===== src/design/ffha_pkg.sv =====
// Shared types, codes and command/status bundles for the first-fit heap allocator.
package ffha_pkg;

    // Field widths of the request and result items
    localparam int REQ_W  = 13;
    localparam int OFF_W  = 12;
    localparam int STAT_W = 2;

    // Result status codes
    localparam logic [STAT_W-1:0] STAT_OK       = 2'd0;
    localparam logic [STAT_W-1:0] STAT_BAD_SIZE = 2'd1;
    localparam logic [STAT_W-1:0] STAT_NO_FIT   = 2'd2;

    // Request function codes
    localparam logic FUNC_ALLOC = 1'b0;
    localparam logic FUNC_FREE  = 1'b1;

    typedef struct packed {
        logic              func;
        logic [REQ_W-1:0]  req_size;
        logic [OFF_W-1:0]  free_offset;
    } ffha_in_t;

    typedef struct packed {
        logic [STAT_W-1:0] status;
        logic [OFF_W-1:0]  payload_offset;
    } ffha_out_t;

    // Operand of the byte-offset to word-index divider
    typedef enum logic [2:0] {
        DIV_ROUND,
        DIV_FREE,
        DIV_HEAD,
        DIV_NEXT,
        DIV_SPLIT
    } ffha_div_src_t;

    // Controller to datapath commands
    typedef struct packed {
        logic              load;
        logic              div_go;
        ffha_div_src_t     div_src;
        logic              set_bs;
        logic              rd_go;
        logic              rd_prev;
        logic              hidx_cap;
        logic              cap_v;
        logic              adv_h;
        logic              merge_acc;
        logic              wr_merge;
        logic              fit_hdr;
        logic              fit_tail;
        logic              free_wr;
        logic              res_set;
        logic              res_off_h;
        logic [STAT_W-1:0] res_code;
        logic              res_push;
    } ffha_cmd_t;

    // Datapath to controller status
    typedef struct packed {
        logic is_free;
        logic size_bad;
        logic h_end;
        logic r_end;
        logic rd_pos;
        logic rd_lt_bs;
        logic merge_ge;
        logic split;
        logic free_ok;
    } ffha_stat_t;

endpackage


===== src/design/ffha_ctrl.sv =====
// Controller of the heap allocator: sequences decode, header walk, merge, split and free.
module ffha_ctrl (
    input  logic                 aclk,
    input  logic                 aresetn,
    input  logic                 s_valid,
    output logic                 s_ready,
    output logic                 m_valid,
    input  logic                 m_ready,
    input  ffha_pkg::ffha_stat_t stat,
    output ffha_pkg::ffha_cmd_t  cmd
);
    import ffha_pkg::*;

    typedef enum logic [3:0] {
        IDLE,
        DECODE,
        SET_BS,
        WALK_CHK,
        WALK_RD,
        WALK_EVAL,
        WALK_ADV,
        MERGE_CHK,
        MERGE_RD,
        MERGE_EVAL,
        FIT,
        FIT_TAIL,
        FREE_CHK,
        FREE_WR,
        DONE
    } state_t;

    state_t state_reg, state_next;
    logic   m_valid_reg, m_valid_next;
    logic   out_free;

    assign s_ready  = (state_reg == IDLE);
    assign m_valid  = m_valid_reg;
    assign out_free = !m_valid_reg || m_ready;

    // Next state and commands
    always_comb begin
        state_next = state_reg;
        cmd        = '0;
        cmd.div_src = DIV_HEAD;
        unique case (state_reg)
            IDLE: begin
                if (s_valid) begin
                    cmd.load   = 1'b1;
                    state_next = DECODE;
                end
            end
            DECODE: begin
                priority if (stat.is_free) begin
                    cmd.div_go  = 1'b1;
                    cmd.div_src = DIV_FREE;
                    state_next  = FREE_CHK;
                end else if (stat.size_bad) begin
                    cmd.res_set  = 1'b1;
                    cmd.res_code = STAT_BAD_SIZE;
                    state_next   = DONE;
                end else begin
                    cmd.div_go  = 1'b1;
                    cmd.div_src = DIV_ROUND;
                    state_next  = SET_BS;
                end
            end
            SET_BS: begin
                cmd.set_bs = 1'b1;
                state_next = WALK_CHK;
            end
            WALK_CHK: begin
                if (stat.h_end) begin
                    cmd.res_set  = 1'b1;
                    cmd.res_code = STAT_NO_FIT;
                    state_next   = DONE;
                end else begin
                    cmd.div_go  = 1'b1;
                    cmd.div_src = DIV_HEAD;
                    state_next  = WALK_RD;
                end
            end
            WALK_RD: begin
                cmd.rd_go    = 1'b1;
                cmd.hidx_cap = 1'b1;
                state_next   = WALK_EVAL;
            end
            WALK_EVAL: begin
                cmd.cap_v = 1'b1;
                priority if (stat.rd_pos && stat.rd_lt_bs) begin
                    state_next = MERGE_CHK;
                end else if (!stat.rd_lt_bs) begin
                    state_next = FIT;
                end else begin
                    state_next = WALK_ADV;
                end
            end
            WALK_ADV: begin
                cmd.adv_h  = 1'b1;
                state_next = WALK_CHK;
            end
            MERGE_CHK: begin
                if (stat.r_end) begin
                    state_next = WALK_ADV;
                end else begin
                    cmd.div_go  = 1'b1;
                    cmd.div_src = DIV_NEXT;
                    state_next  = MERGE_RD;
                end
            end
            MERGE_RD: begin
                cmd.rd_go  = 1'b1;
                state_next = MERGE_EVAL;
            end
            MERGE_EVAL: begin
                priority if (!stat.rd_pos) begin
                    state_next = WALK_ADV;
                end else if (stat.merge_ge) begin
                    cmd.merge_acc = 1'b1;
                    cmd.wr_merge  = 1'b1;
                    state_next    = FIT;
                end else begin
                    cmd.merge_acc = 1'b1;
                    state_next    = MERGE_CHK;
                end
            end
            FIT: begin
                cmd.fit_hdr = 1'b1;
                if (stat.split) begin
                    cmd.div_go  = 1'b1;
                    cmd.div_src = DIV_SPLIT;
                    state_next  = FIT_TAIL;
                end else begin
                    cmd.res_set   = 1'b1;
                    cmd.res_off_h = 1'b1;
                    cmd.res_code  = STAT_OK;
                    state_next    = DONE;
                end
            end
            FIT_TAIL: begin
                cmd.fit_tail  = 1'b1;
                cmd.res_set   = 1'b1;
                cmd.res_off_h = 1'b1;
                cmd.res_code  = STAT_OK;
                state_next    = DONE;
            end
            FREE_CHK: begin
                if (stat.free_ok) begin
                    cmd.rd_go    = 1'b1;
                    cmd.rd_prev  = 1'b1;
                    cmd.hidx_cap = 1'b1;
                    state_next   = FREE_WR;
                end else begin
                    cmd.res_set  = 1'b1;
                    cmd.res_code = STAT_OK;
                    state_next   = DONE;
                end
            end
            FREE_WR: begin
                cmd.free_wr  = 1'b1;
                cmd.res_set  = 1'b1;
                cmd.res_code = STAT_OK;
                state_next   = DONE;
            end
            DONE: begin
                if (out_free) begin
                    cmd.res_push = 1'b1;
                    state_next   = IDLE;
                end
            end
            default: begin
                state_next = IDLE;
            end
        endcase
    end

    // Output item valid: set on push, drop when taken
    always_comb begin
        m_valid_next = m_valid_reg;
        if (m_ready) begin
            m_valid_next = 1'b0;
        end
        if (cmd.res_push) begin
            m_valid_next = 1'b1;
        end
    end

    // State and registered outputs
    always_ff @(posedge aclk) begin
        if (!aresetn) begin
            state_reg   <= IDLE;
            m_valid_reg <= 1'b0;
        end else begin
            state_reg   <= state_next;
            m_valid_reg <= m_valid_next;
        end
    end

endmodule

===== config.mk =====
export PLATFORM = sky130hd
export DESIGN_NAME = ffha_ctrl
export DESIGN_NICKNAME = d
export VERILOG_FILES = /design/src/design/ffha_pkg.sv /design/src/design/ffha_ctrl.sv
export SDC_FILE = /design/constraint.sdc
export NUM_CORES = 1
export LEC_CHECK = 0
export BUFFER_PORTS_ARGS = -buffer_cell sky130_fd_sc_hd__buf_4
export CORE_AREA = 4 4 51 53
export CTS_BUF_LIST = sky130_fd_sc_hd__clkbuf_16
export DETAILED_ROUTE_END_ITERATION = 12
export DIE_AREA = 0 0 55 57
export GPL_TIMING_DRIVEN = 0
export PLACE_DENSITY = 0.69
export SLEW_MARGIN = 20
export SYNTH_ARGS = -nofsm -noshare
export SYNTH_HDL_FRONTEND = slang
export SYNTH_SLANG_ARGS = --single-unit

===== constraint.sdc =====
create_clock -name aclk -period 1.55 [get_ports aclk]
set_clock_uncertainty 0.15 [all_clocks]
set_input_delay 0.0775 -clock aclk [delete_from_list [all_inputs] [get_ports aclk]]
set_output_delay 0.0775 -clock aclk [all_outputs]
set_load 0.03 [all_outputs]

==> reports/qor.yml, run 1 <==
status:
  status: "finished with violations"
  failed_checks: "negative setup slack"
sta:
  slew_headroom: 0.786
  period_needed_ns: 1.74
  finalCritPeriodShare: 1.12
  finalMaxSlewViolations: 0
  setup_ws_ns: -0.193
  worstMarginPinSlew_ns: 0.321
  setup_viol: 16
  hold_viol: 0
  fin_tns_setup_ns: -1.76
  clock.fmax_mhz: 574
  rsz0062_at_grt: "true"
die:
  ios: 36
  rows: 17
  die_width_um: 55
  start_util: 0.348
  core_um2: 2150
  die_height_um: 57
  die_area_um2: 3140
logic_synthesis:
  seq_area_frac_synth: 0.134
  synth_ff_type: "dfxtp_1"
  synthTopCellsByArea: "dfxtp_1, nor2_1, nand2b_1"
  synth_common_cells: "nor2_1, nand2_1, nand2b_1, a21oi_1"
  yosysMostFrequentCell: "nor2_1"
  syn_inst: 112
  synth_edf_count: 0
  yosys.cell_types.count: 37
  syn_area_um2: 748
  synthesis.nets: 125
  ys_seq_elements: 5
  yosysWarnings: 0
  async_flop_share: 0
  yosys.area.top_type: "dfxtp_1"
  synth_area_per_cell_um2: 6.68
  yosysTopAreaCellShare: 0.134
power:
  clock_power_share: 0.116
  p_per_area_nw_per_um2: 1940
  p_leak_nw: 0.825
  ir_drop_uv: 1870
  p_seq_frac: 0.077
  swShare: 0.455
  p_sw_mw: 1.69
  p_int_mw: 2.02
  p_comb_frac: 0.807
setup_path:
  crit_path_top_delay_cell: "dfxtp_4"
  cp_num_buf_inv: 3
  rr_startpoint: "state_reg[3]"
  cp-start-kind: "register"
  end_kind: "primary output"
  r2r_slack_ns: -0.14
  r2r_end: "state_reg[0]"
  cpPeakStageDelay_ns: 0.35
  crit_family: "buffers and inverters"
  crit_arrival_ns: 1.52
  cp.required_ns: 1.32
  reg2reg_depth: 8
  worstSetupPathType: "reg2out"
  cp_num_cells: 6
  cp_max_fo: 11
  path_cells: "buf_6 > buf_12 > nor3_2 > a31oi_1 > o21ai_1 > buf_4"
cts:
  clkSlewWorstSetupHoldPaths_ns: 0.03
  cts_root_buffer: "clkbuf_16"
  cts_tree: "done"
  clock_latency_ns: 0.23
  numCtsBuffers: 3
  cts_max_path_buffers: 2
  clock-sinks: 5
  cts.htree.levels: 1
global_routing:
  grt_max_degree: 11
  grt_overflow: 0
  first_global_vias: 1289
  antenna_found_initial: 0
  track_usage: 0.268
  grt_pass1_wl_mm: 6.20
routing:
  ant_nets: 0
  totalWireLength_mm: 4.58
  viasPerCell: 6.09
  drt_first_iter_violations: 60
  drt-pass1-iter-count: 5
  wl_per_cell_um: 21.2
  drc_errors: 0
  vias: 1316
cells_and_area:
  multi_input_area_um2: 852
  design_area_um2: 1920
  regArea_um2: 113
  nNetsFinal: 202
  postLayoutCoreUtil: 0.892
  drive_gt1_frac: 0.729
  nFillCells: 101
  syn_to_final_growth_pct: 156
  diodes: 0
  largest_register_ffs: 4
flow_run:
  drv_cap: 0
placed_design:
  place_ws_ns: -0.180
  hpwlAfterDp_mm: 2.00
  io_buffers: 35
  postPlaceCellArea_um2: 1130
  gp_congestion: 0.867
min_path:
  worstHoldEndpoint: "m_valid"
  min_path_cells: 3
  hp-class: "in2reg"
  hp-start: "aresetn"
## cells by family after synthesis
logic type | share of synthesized area
AOI/OAI and AO/OA | 0.323
buffers and inverters | 0.132
DFF | 0.134
and+or+nand+nor | 0.411
## cell type report
| class | instances | area share |
|---|---|---|
| clock buffer | 3 | 0.0392 |
| tap | 28 | 0.0183 |
| timing repair buffer | 73 | 0.348 |
| sequential | 5 | 0.0587 |
| buffer | 9 | 0.0777 |
| clock inverter | 1 | 0.00196 |
| multi-input combinational | 92 | 0.445 |
| inverter | 5 | 0.0117 |
## metrics by stage
stage,power [mW],std cells,hold slack (ns)
detailed placement,1.83,175,0.210
global placement,1.83,175,0.207
floorplan,1.42,112,0.0954
CTS,3.04,205,0.0115
global route,3.85,216,0.0905
finish,3.71,216,0.0622
## how the worst max path moves through the flow
stage / from / endpoint / slack, ns
2_1_floorplan: state_reg[1] / cmd[4] / -0.13
3_3_place_gp: state_reg[2] / cmd[19] / -0.19
3_5_place_dp: state_reg[2] / cmd[19] / -0.18
4_1_cts: state_reg[0] / cmd[4] / -0.12
5_1_grt: state_reg[3] / cmd[19] / -0.23
6_report: state_reg[1] / cmd[4] / -0.19
## worst min-delay path, cell delays in order
cell and delay [ns]:
buf_4 0.08, inv_1 0.09, a21oi_1 0.15
## layout by cell type, fill, tap and decap left out, types with 3 or more instances in the layout
master | Yosys | layout
a21oi_1 | 7 | 4
a21oi_2 | 0 | 3
a22o_1 | 3 | 3
buf_12 | 0 | 7
buf_4 | 2 | 50
buf_6 | 4 | 20
buf_8 | 0 | 3
clkbuf_16 | 0 | 4
dfxtp_4 | 0 | 3
inv_1 | 5 | 4
nand2_1 | 8 | 4
nand2_2 | 0 | 4
nand2b_1 | 8 | 4
nand2b_4 | 0 | 3
nor2_1 | 15 | 8
nor2_2 | 1 | 3
nor2_4 | 0 | 5
nor2b_4 | 0 | 4
nor3_2 | 0 | 4
nor4_4 | 0 | 3
o21ai_1 | 0 | 3
## per-layer routing
metal / GRT usage / share of wire / wire length, µm / up-vias
met5: 0 / 0 / 0 / -
met3: 0.0679 / 0.076 / 349 / 28
li1: - / - / - / 560
met4: 0.115 / 0.064 / 295 / 0
met1: 0.320 / 0.35 / 1620 / 629
met2: 0.443 / 0.50 / 2310 / 99
## power groups by stage
stage	combinational (mW)	clock, mW	sequential [mW]
floorplan	1.20	0	0.216
global placement	1.60	0	0.228
detailed placement	1.61	0	0.228
CTS	2.40	0.418	0.226
global route	3.11	0.450	0.292
finish	2.99	0.430	0.288
## timing repair
item,in CTS,in global routing
resized for setup,59,43
setup endpoints to repair,21,23
pin swaps,14,23
buffers inserted,27,10
gates cloned,0,2
hold buffers,0,0
No activity file was read; power rests on OpenSTA's default activity.
==> inputs of run 2 (changes only) <==
- CORE_AREA: 4 4 51 53 -> 2 2 49 51
- DIE_AREA: 0 0 55 57 -> 0 0 51 53
==> run 2 against run 1 <==
Effect of this change:
- sequential share of layout area up 0.46 points
- via count is 10% lower
- global-route usage fell by 2.1 points
- total power decreased by 11%
- fmax fell by 1.3%
- critical path depth did not move
- the flow still finishes with violations (negative setup slack)
- critical endpoint is now state_reg[2]
- clock power fell by 3%
- count of clock-buffer cells in the layout unchanged
- non-clock buffer count decreased by 11
- setup slack worse by 0.023 ns
- routed wire length fell by 17%
==> reports/qor.yml, run 2 (synthesis results as in run 1) <==
power:
  p_leak_nw: 0.745
  power.total_mw: 3.29
  swShare: 0.455
  p_int_mw: 1.80
  p_per_area_nw_per_um2: 1890
  p_sw_mw: 1.50
  ir_drop_uv: 1200
  p_comb_frac: 0.797
  p_seq_frac: 0.077
  clock_power_share: 0.127
sta:
  period_needed_ns: 1.77
  worstMarginPinSlew_ns: 0.442
  finalMaxSlewViolations: 0
  rsz0062_at_grt: "true"
  setup_viol: 18
  hold_viol: 0
  slew_headroom: 0.705
  fin_tns_setup_ns: -1.72
  finalCritPeriodShare: 1.14
  setup_ws_ns: -0.216
  clock.fmax_mhz: 566
cells_and_area:
  postLayoutCoreUtil: 0.810
  layout_common_cells: "buf_4, buf_6, nor2_1"
  diodes: 0
  largest_register_ffs: 4
  regArea_um2: 110
  nFillCells: 130
  drive_gt1_frac: 0.672
  multi_input_area_um2: 793
  layout_commonest_cell: "buf_4"
  syn_to_final_growth_pct: 132
  nNetsFinal: 191
global_routing:
  first_global_vias: 1072
  antenna_found_initial: 0
  grt_pass1_wl_mm: 5.03
  track_usage: 0.247
  grt_max_degree: 11
  grt_overflow: 0
status:
  failed_checks: "negative setup slack"
  status: "finished with violations"
routing:
  vias: 1181
  totalWireLength_mm: 3.80
  drc_errors: 0
  ant_nets: 0
  wl_per_cell_um: 18.5
  drt-pass1-iter-count: 4
  viasPerCell: 5.76
  drt_first_iter_violations: 38
min_path:
  hp-class: "in2reg"
placed_design:
  gp_congestion: 0.860
  hpwlAfterDp_mm: 1.91
  io_buffers: 35
cts:
  clock_latency_ns: 0.23
  cts_tree: "done"
  cts_root_buffer: "clkbuf_16"
  cts.htree.levels: 1
  cts_max_path_buffers: 2
  clock-sinks: 5
  numCtsBuffers: 3
  clkSlewWorstSetupHoldPaths_ns: 0.03
die:
  die_area_um2: 2700
  core_um2: 2150
  die_width_um: 51
  die_height_um: 53
  ios: 36
  rows: 17
  start_util: 0.348
setup_path:
  end_kind: "register"
  worstSetupPathType: "reg2reg"
  cp-start-kind: "register"
  cp.required_ns: 1.51
  r2r_slack_ns: -0.22
  crit_arrival_ns: 1.72
  cp_max_fo: 4
flow_run:
  drv_cap: 0
-- run 2: cell type report --
cell class / count / area share
clock buffers: 3 / 0.0432
repair buffers: 62 / 0.327
flip-flops and latches: 5 / 0.0633
multi-input cells: 92 / 0.456
clock inverters: 1 / 0.00216
plain buffers: 9 / 0.0727
well taps: 28 / 0.0201
inverters: 5 / 0.0158
-- run 2: timing repair --
action	in CTS	in global routing
pin swaps	12	16
hold buffers	1	0
gates cloned	2	2
resized for setup	52	32
buffers inserted	15	8
setup endpoints to repair	22	21
hold endpoints to repair	1	0
-- run 2: final timing paths --
| kind | start | end | cells past startpoint |
|---|---|---|---|
| worst min register to register | m_valid | m_valid | 2 |
| worst max-delay path | state_reg[0] | state_reg[2] | 6 |
| worst max register to register | state_reg[0] | state_reg[2] | 6 |
| worst min-delay path | m_ready | m_valid | 3 |
-- run 2: routing by layer --
metal  GRT usage  share of wire
met3      0.0339          0.068
met1       0.289           0.39
met2       0.459           0.51
met5           0              0
met4      0.0856          0.025
-- run 2: power by group through the flow --
stage,Sequential (mW),Clock [mW],Combinational [mW]
global placement,0.228,0,1.59
finish,0.252,0.418,2.62
detailed placement,0.228,0,1.60
global route,0.255,0.427,2.75
CTS,0.248,0.419,2.15
floorplan,0.216,0,1.20
-- run 2: worst max-delay path, cell delays in order (launching register included) --
cell and delay [ns]:
dfxtp_2 0.33, buf_6 0.13, and2_4 0.14, o2bb2ai_2 0.11
a222oi_1 0.43, nand2_1 0.11, a22o_1 0.23
-- run 2: metrics by stage --
step	instances	worst slack [ns]	hold slack, ns	cell area [µm²]
after CTS	196	-0.114	0.0424	1520
after detailed placement	175	-0.201	0.214	1130
after global routing	205	-0.262	0.0872	1740
after global placement	175	-0.189	0.208	1130
after floorplan	112	-0.133	0.0954	837
final	205	-0.216	0.0728	1740
